==> src/rtl/core/mm8_pkg.sv <==
package mm8_pkg;

    localparam int DIM        = 8;
    localparam int ELEM_WIDTH = 16;

    // fixed field widths
    localparam int ROW_W = 3;
    localparam int OUT_W = 35;

    localparam int IDX_W  = $clog2(DIM);
    localparam int ADDR_W = $clog2(DIM * DIM);
    localparam int PROD_W = 2 * ELEM_WIDTH;
    localparam int EXT_W  = (PROD_W > OUT_W) ? PROD_W : OUT_W;

    // product flowing down the cell chain, tagged with its target column
    typedef struct packed {
        logic                    vld;
        logic [IDX_W-1:0]        tag;
        logic signed [OUT_W-1:0] prod;
    } t_tok;

endpackage

==> src/rtl/core/mm8_ram.sv <==
module mm8_ram #(
    parameter int WIDTH = 16,
    parameter int DEPTH = 64
) (
    input  logic                     i_clk,
    input  logic                     i_we,
    input  logic [$clog2(DEPTH)-1:0] i_waddr,
    input  logic [WIDTH-1:0]         i_wdata,
    input  logic [$clog2(DEPTH)-1:0] i_raddr,
    output logic [WIDTH-1:0]         o_rdata
);

    logic [WIDTH-1:0] r_mem [DEPTH];

    always_ff @(posedge i_clk) begin
        if (i_we) begin
            r_mem[i_waddr] <= i_wdata;
        end
        o_rdata <= r_mem[i_raddr];
    end

endmodule

==> src/rtl/core/mm8_cell.sv <==
module mm8_cell (
    input  logic                             i_clk,
    input  logic                             i_rst_n,
    input  logic [mm8_pkg::IDX_W-1:0]        i_idx,
    input  mm8_pkg::t_tok                    i_tok,
    output mm8_pkg::t_tok                    o_tok,
    input  logic                             i_shift,
    input  logic signed [mm8_pkg::OUT_W-1:0] i_acc,
    output logic signed [mm8_pkg::OUT_W-1:0] o_acc
);

    logic signed [mm8_pkg::OUT_W-1:0] r_acc;
    mm8_pkg::t_tok                    r_tok;

    always_ff @(posedge i_clk) begin
        if (!i_rst_n) begin
            r_acc     <= '0;
            r_tok.vld <= 1'b0;
        end else begin
            r_tok.vld <= i_tok.vld;
            if (i_shift) begin
                // hand the finished sum toward the output end
                r_acc <= i_acc;
            end else if (i_tok.vld && i_tok.tag == i_idx) begin
                r_acc <= r_acc + i_tok.prod;
            end
        end
        r_tok.tag  <= i_tok.tag;
        r_tok.prod <= i_tok.prod;
    end

    assign o_tok = r_tok;
    assign o_acc = r_acc;

endmodule

==> src/rtl/core/matrix_multiply_8x8.sv <==
// 8x8 matrix product C = A x B on signed 16-bit fixed-point elements.
// Each input item writes A[row][col] and B[row][col]; both stores read as
// zero after reset and keep their contents until overwritten. An item with
// last set writes its elements and then starts the product: one shared
// multiplier forms A[i][k]*B[k][j] per cycle, and the products run down a
// chain of DIM accumulator cells, where cell j collects C[i][j]. Each row
// takes DIM*DIM products, then a wait while the chain flushes, then its DIM
// results shift out of the chain, one item per cycle while the output is
// taken. Items that are not last only load the stores. No input item is
// taken while a product is running. Results leave in row-major order with
// an exact 35-bit sum, and out_last marks the final element of C.
module matrix_multiply_8x8 (
    input  logic                                  i_clk,
    input  logic                                  i_rst_n,
    input  logic                                  i_valid,
    output logic                                  o_ready,
    input  logic [mm8_pkg::ROW_W-1:0]             i_row,
    input  logic [mm8_pkg::ROW_W-1:0]             i_col,
    input  logic signed [mm8_pkg::ELEM_WIDTH-1:0] i_a_value,
    input  logic signed [mm8_pkg::ELEM_WIDTH-1:0] i_b_value,
    input  logic                                  i_last,
    output logic                                  o_valid,
    input  logic                                  i_ready,
    output logic [mm8_pkg::ROW_W-1:0]             o_out_row,
    output logic [mm8_pkg::ROW_W-1:0]             o_out_col,
    output logic signed [mm8_pkg::OUT_W-1:0]      o_product_value,
    output logic                                  o_out_last
);

    localparam int IW    = mm8_pkg::IDX_W;
    localparam int AW    = mm8_pkg::ADDR_W;
    localparam int EW    = mm8_pkg::ELEM_WIDTH;
    localparam int OW    = mm8_pkg::OUT_W;
    localparam int NCELL = mm8_pkg::DIM;
    localparam int NWAIT = mm8_pkg::DIM + 3;
    localparam int WW    = $clog2(NWAIT + 1);
    localparam logic [IW-1:0] IMAX = IW'(mm8_pkg::DIM - 1);

    typedef enum logic [1:0] {S_IDLE, S_RUN, S_WAIT, S_DRAIN} t_state;

    t_state          r_st;
    logic [IW-1:0]   r_row, r_k, r_j, r_drain;
    logic [WW-1:0]   r_wait;

    // input side: store writes and per-entry valid bits
    logic            in_acc, in_range, in_we;
    logic [AW-1:0]   wr_addr, a_raddr, b_raddr;
    logic            r_vld [mm8_pkg::DIM * mm8_pkg::DIM];
    logic            r_a_ok, r_b_ok;
    logic [EW-1:0]   a_rdata, b_rdata;

    assign o_ready  = (r_st == S_IDLE);
    assign in_acc   = i_valid && o_ready;
    assign in_range = (int'(i_row) < mm8_pkg::DIM) && (int'(i_col) < mm8_pkg::DIM);
    assign in_we    = in_acc && in_range;
    assign wr_addr  = AW'(IW'(i_row)) * AW'(mm8_pkg::DIM) + AW'(IW'(i_col));
    assign a_raddr  = AW'(r_row) * AW'(mm8_pkg::DIM) + AW'(r_k);
    assign b_raddr  = AW'(r_k) * AW'(mm8_pkg::DIM) + AW'(r_j);

    mm8_ram #(.WIDTH(EW), .DEPTH(mm8_pkg::DIM * mm8_pkg::DIM)) u_a_ram (
        .i_clk   (i_clk),
        .i_we    (in_we),
        .i_waddr (wr_addr),
        .i_wdata (i_a_value),
        .i_raddr (a_raddr),
        .o_rdata (a_rdata)
    );

    mm8_ram #(.WIDTH(EW), .DEPTH(mm8_pkg::DIM * mm8_pkg::DIM)) u_b_ram (
        .i_clk   (i_clk),
        .i_we    (in_we),
        .i_waddr (wr_addr),
        .i_wdata (i_b_value),
        .i_raddr (b_raddr),
        .o_rdata (b_rdata)
    );

    // valid bits: an entry never written reads as zero
    always_ff @(posedge i_clk) begin
        if (!i_rst_n) begin
            for (int e = 0; e < mm8_pkg::DIM * mm8_pkg::DIM; e++) begin
                r_vld[e] <= 1'b0;
            end
        end else if (in_we) begin
            r_vld[wr_addr] <= 1'b1;
        end
        r_a_ok <= r_vld[a_raddr];
        r_b_ok <= r_vld[b_raddr];
    end

    // multiply stage: read issue -> operands -> registered product
    logic                   r_iss_vld, r_mul_vld;
    logic [IW-1:0]          r_iss_tag, r_mul_tag;
    logic signed [EW-1:0]   a_op, b_op;
    logic signed [2*EW-1:0] mul;
    logic signed [OW-1:0]   r_prod;
    mm8_pkg::t_tok          tok0;

    assign a_op = r_a_ok ? signed'(a_rdata) : '0;
    assign b_op = r_b_ok ? signed'(b_rdata) : '0;
    assign mul  = a_op * b_op;

    logic signed [mm8_pkg::EXT_W-1:0] mul_ext;
    assign mul_ext = mm8_pkg::EXT_W'(mul);

    always_ff @(posedge i_clk) begin
        if (!i_rst_n) begin
            r_iss_vld <= 1'b0;
            r_mul_vld <= 1'b0;
        end else begin
            r_iss_vld <= (r_st == S_RUN);
            r_mul_vld <= r_iss_vld;
        end
        r_iss_tag <= r_j;
        r_mul_tag <= r_iss_tag;
        r_prod    <= mul_ext[OW-1:0];
    end

    assign tok0.vld  = r_mul_vld;
    assign tok0.tag  = r_mul_tag;
    assign tok0.prod = r_prod;

    // chain of accumulator cells; cell j sums column j of the current row
    mm8_pkg::t_tok        tok [NCELL + 1];
    logic signed [OW-1:0] acc [NCELL + 1];
    logic                 shift;

    assign tok[0]     = tok0;
    assign acc[NCELL] = '0;
    assign shift      = (r_st == S_DRAIN) && (!o_valid || i_ready);

    for (genvar g = 0; g < NCELL; g++) begin : g_cell
        mm8_cell u_cell (
            .i_clk   (i_clk),
            .i_rst_n (i_rst_n),
            .i_idx   (IW'(g)),
            .i_tok   (tok[g]),
            .o_tok   (tok[g+1]),
            .i_shift (shift),
            .i_acc   (acc[g+1]),
            .o_acc   (acc[g])
        );
    end

    // sequencer and output register
    always_ff @(posedge i_clk) begin
        if (!i_rst_n) begin
            r_st    <= S_IDLE;
            r_row   <= '0;
            r_k     <= '0;
            r_j     <= '0;
            r_drain <= '0;
            r_wait  <= '0;
            o_valid <= 1'b0;
        end else begin
            // a shift reloads the output register below
            if (o_valid && i_ready && !shift) begin
                o_valid <= 1'b0;
            end
            case (r_st)
                S_IDLE: begin
                    if (in_acc && i_last) begin
                        r_st  <= S_RUN;
                        r_row <= '0;
                        r_k   <= '0;
                        r_j   <= '0;
                    end
                end
                S_RUN: begin
                    // j inner, k outer: one product per cycle
                    if (r_j == IMAX) begin
                        r_j <= '0;
                        if (r_k == IMAX) begin
                            r_k    <= '0;
                            r_wait <= '0;
                            r_st   <= S_WAIT;
                        end else begin
                            r_k <= r_k + 1'b1;
                        end
                    end else begin
                        r_j <= r_j + 1'b1;
                    end
                end
                S_WAIT: begin
                    // let the last products reach the far end of the chain
                    if (r_wait == WW'(NWAIT - 1)) begin
                        r_drain <= '0;
                        r_st    <= S_DRAIN;
                    end else begin
                        r_wait <= r_wait + 1'b1;
                    end
                end
                S_DRAIN: begin
                    if (shift) begin
                        o_valid         <= 1'b1;
                        o_out_row       <= mm8_pkg::ROW_W'(r_row);
                        o_out_col       <= mm8_pkg::ROW_W'(r_drain);
                        o_product_value <= acc[0];
                        o_out_last      <= (r_row == IMAX) && (r_drain == IMAX);
                        if (r_drain == IMAX) begin
                            if (r_row == IMAX) begin
                                r_st <= S_IDLE;
                            end else begin
                                r_row <= r_row + 1'b1;
                                r_st  <= S_RUN;
                            end
                        end else begin
                            r_drain <= r_drain + 1'b1;
                        end
                    end
                end
                default: r_st <= S_IDLE;
            endcase
        end
    end

`ifndef NO_ASSERTIONS
    a_last_starts: assert property (@(posedge i_clk) disable iff (!i_rst_n)
        in_acc && i_last |=> r_st == S_RUN)
        else $error("last item did not start the product");

    a_final_index: assert property (@(posedge i_clk) disable iff (!i_rst_n)
        o_valid && o_out_last |-> o_out_row == mm8_pkg::ROW_W'(IMAX)
                                && o_out_col == mm8_pkg::ROW_W'(IMAX))
        else $error("final item flagged at wrong index");

    a_no_tok_drain: assert property (@(posedge i_clk) disable iff (!i_rst_n)
        r_st == S_DRAIN |-> !tok0.vld)
        else $error("product entered chain during drain");
`endif

endmodule
==> config.mk <==
export PLATFORM = sky130hd
export DESIGN_NAME = matrix_multiply_8x8
export DESIGN_NICKNAME = d
export VERILOG_FILES = /design/src/rtl/core/mm8_pkg.sv /design/src/rtl/core/mm8_ram.sv /design/src/rtl/core/mm8_cell.sv /design/src/rtl/core/matrix_multiply_8x8.sv
export SDC_FILE = /design/constraint.sdc
export NUM_CORES = 2
export LEC_CHECK = 0
export ABC_AREA = 0
export BUFFER_PORTS_ARGS = -buffer_cell sky130_fd_sc_hd__buf_4
export CAP_MARGIN = 10
export CORE_MARGIN = 2
export CORE_UTILIZATION = 30
export DETAILED_ROUTE_END_ITERATION = 10
export PLACE_DENSITY = 0.52
export SETUP_SLACK_MARGIN = 0.4
export SLEW_MARGIN = 15
export SYNTH_ARGS = -nofsm -noshare
export SYNTH_HDL_FRONTEND = slang
export SYNTH_HIERARCHICAL = 1
export SYNTH_SLANG_ARGS = --single-unit
==> constraint.sdc <==
create_clock -name i_clk -period 6.9 [get_ports i_clk]
set_clock_uncertainty 0.1 [all_clocks]
set_input_delay 1.035 -clock i_clk [delete_from_list [all_inputs] [get_ports i_clk]]
set_output_delay 1.035 -clock i_clk [all_outputs]
set_load 0.1 [all_outputs]
==> impl_metrics.yaml <==
pwr:
  pwr-share-comb_pct: 8.3
  vdd_drop_max_mv: 0.240
  p_switching_mw: 9.25
  p_int_mw: 29.3
  p_leak_nw: 51.3
  clkPwrFrac_pct: 43.4
  powerDensity_nw_per_um2: 261
  switching_share_pct: 24.0
  p_seq_share_pct: 48.3
routing:
  first_pass_iters: 5
  wl_per_cell_um: 23.8
  ant_nets: 0
  vias: 78469
  finalWirelength_um: 365000
  dr.first_iter.drc_count: 6229
  routed_via_density: 5.12
  drcViolationCount: 0
floorplan:
  die_h_um: 661
  core_um2: 431000
  core.rowCount: 241
  start_util_pct: 30.1
  fp.dieW_um: 661
  pin_count: 87
  dieArea_um2: 437000
sta:
  hold_viol: 0
  maxSlewHeadroom_pct: 22.8
  rsz0062_at_grt: "true"
  fmax_mhz: 157
  finalSetupViolations: 0
  period_needed_ps: 6350
  final_max_slew_viol_count: 0
  worst_pin_slew_ps: 1160
  setup_slack_ps: 545
  fin_crit_sh_pct: 92.1
status:
  status: "complete, no violations"
placement:
  pre_cts_slack_ps: -60.1
  hpwlAfterDp_um: 244000
  port_buffers: 86
  placed_cells: 14740
  place.gp.congestion: 0.882
clocking:
  clk_pin_slew_ps: 60
  clk_path_buf_depth: 4
  clockRootBuffer: "clkbuf_16"
  h-tree-depth: 5
  numCtsBuffers: 313
  cts.sinks: 2800
  clock_latency_ps: 970
  tritoncts: "built"
synthesis:
  synth_cells: 9133
  synthesis.area_um2: 130000
  syn_area_per_cell_um2: 14.2
  ys.warnings.count: 6
layout:
  drive_above_1_share_pct: 16.6
  area.growth.synth_to_final_pct: 13.9
  utilization_pct: 34.3
  num-nets-final: 10036
  instances_no_fill: 15330
hold_path:
  whs_path_depth: 0
  hp-class: "flip-flop to flip-flop"
grt:
  antenna_found_initial: 15
  grt_pass1_vias: 79710
  grt_first_pass_wirelength_um: 537000
  globalRouteTotalUtil_pct: 16.2
  grt_max_degree: 105
  grt_overflow: 0
setup_path:
  required_ps: 7580
  crit_family: "adder cells"
  reg2regPathDepth: 23
  critical_path.slowest_cell: "fa_2"
  worst-path-stages: 23
  critical_path_class: "flip-flop to flip-flop"
  worstPathCellList: "buf_12 > and2_4 > nand2_4 > inv_2 > fa_2 > inv_4 > fa_1 > inv_1 > fa_1 > fa_1 > fa_1 > inv_1 > fa_1 > inv_2 > ha_4 > and3_4 > a221oi_2 > o21ai_1 > or3_4 > nor3_4 > o31ai_2 > o41a_1 > xor2_1"
  crit_buf_inv: 6
  cp_common_cell: "fa_1"
  cpPeakStageDelay_ps: 580
  crit_arrival_ps: 7030
  start_kind: "flip-flop"
  endpoint_kind: "flip-flop"
  worstPathMaxFanout: 17
run:
  maxCapViolations: 0
-- layout make-up --
| type | instances | area, um2 |
|---|---|---|
| clock buffers | 401 | 8430 |
| repair buffers | 337 | 2820 |
| fillers | 41627 | 283000 |
| inverters | 408 | 1540 |
| clock inverters | 165 | 1860 |
| diodes | 14 | 35.0 |
| flip-flops and latches | 2800 | 77000 |
| well taps | 5710 | 7140 |
| multi-input cells | 5495 | 48700 |
-- path summary, 6_finish.rpt --
path	from	end	slack, ps
worst min-delay path	g_cell[1].u_cell/o_tok[0]	g_cell[2].u_cell/o_tok[0]	260
worst min register to register	g_cell[1].u_cell/o_tok[0]	g_cell[2].u_cell/o_tok[0]	260
worst max-delay path	r_a_ok	r_prod[30]	550
worst max register to register	r_a_ok	r_prod[30]	550
-- cells in the final DEF, fill, tap and decap left out, types with 38 or more instances in the layout --
cell type,count
a211oi_1,42
a21o_1,98
a21oi_1,531
a221oi_1,41
a22o_1,72
a22oi_1,79
a31oi_1,75
and2_1,40
buf_4,308
clkbuf_1,63
clkbuf_16,319
clkinv_1,50
clkinv_2,47
conb_1,59
dfxtp_1,700
edfxtp_1,2090
fa_1,259
ha_1,359
inv_1,394
mux2_2,58
mux2i_1,200
mux4_2,478
nand2_1,656
nand2b_1,38
nand3_1,168
nand4_1,76
nor2_1,452
nor2_2,38
nor2b_1,99
nor3_1,50
o211a_1,142
o211ai_1,110
o21a_1,45
o21ai_0,326
o21bai_1,42
xnor2_1,200
xor2_1,86
-- state kept, by name (all words and copies together), names as in the netlist, 2 cells and up --
name / count
u_b_ram/r_mem: 1024
g_cell.u_cell/o_tok: 273
o_product_value: 35
r_wait: 4
r_st: 2
r_vld: 64
r_row: 3
r_j: 3
g_cell.u_cell/o_acc: 280
u_a_ram/o_rdata: 16
r_prod: 32
u_b_ram/o_rdata: 16
r_k: 3
r_iss_tag: 3
r_mul_tag: 3
o_out_col: 3
r_drain: 3
o_out_row: 3
u_a_ram/r_mem: 1024
-- timing repair --
item,CTS,global route
hold buffers,0,0
setup endpoints to repair,8,11
pin swaps,8,25
gates resized for setup,54,74
setup buffers,0,7
cloned,1,2
-- per-stage QoR --
stage / instance area (um2) / hold WS, ps / setup TNS (ps) / power (mW)
final: 148000 / 256 / 0 / 38.5
after global routing: 148000 / 263 / 0 / 39.8
after CTS: 147000 / 258 / 0 / 39.0
after detailed placement: 137000 / 248 / -60.1 / 22.2
after global placement: 137000 / 248 / -99.1 / 22.1
after floorplan: 130000 / 210 / 0 / 21.1
-- worst reg2reg max path, stage by stage (launching register included) --
cell and delay [ps]:
dfxtp_4 360, buf_12 150, and2_4 220, nand2_4 90, inv_2 50, fa_2 580
inv_4 70, fa_1 480, inv_1 50, fa_1 500, fa_1 450, fa_1 550
inv_1 60, fa_1 560, inv_2 60, ha_4 240, and3_4 190, a221oi_2 270
o21ai_1 130, or3_4 350, nor3_4 190, o31ai_2 90, o41a_1 330, xor2_1 140
-- power by group through the flow --
stage / combinational [mW] / sequential [mW] / clock [mW]
floorplan: 2.27 / 18.8 / 0
global placement: 3.19 / 18.9 / 0
detailed placement: 3.24 / 18.9 / 0
CTS: 3.25 / 18.6 / 17.1
global route: 3.45 / 18.6 / 17.7
finish: 3.20 / 18.6 / 16.7
-- routing by layer --
layer  global-route usage, %  share of wire [%]  up-vias
li1                        -                  -    35247
met1                    21.1                 43    40534
met2                    27.9                 49     2143
met3                    2.02                4.6      541
met4                    5.59                3.5        4
met5                       0             0.0041        -
Power figures use the tool's default switching activity.
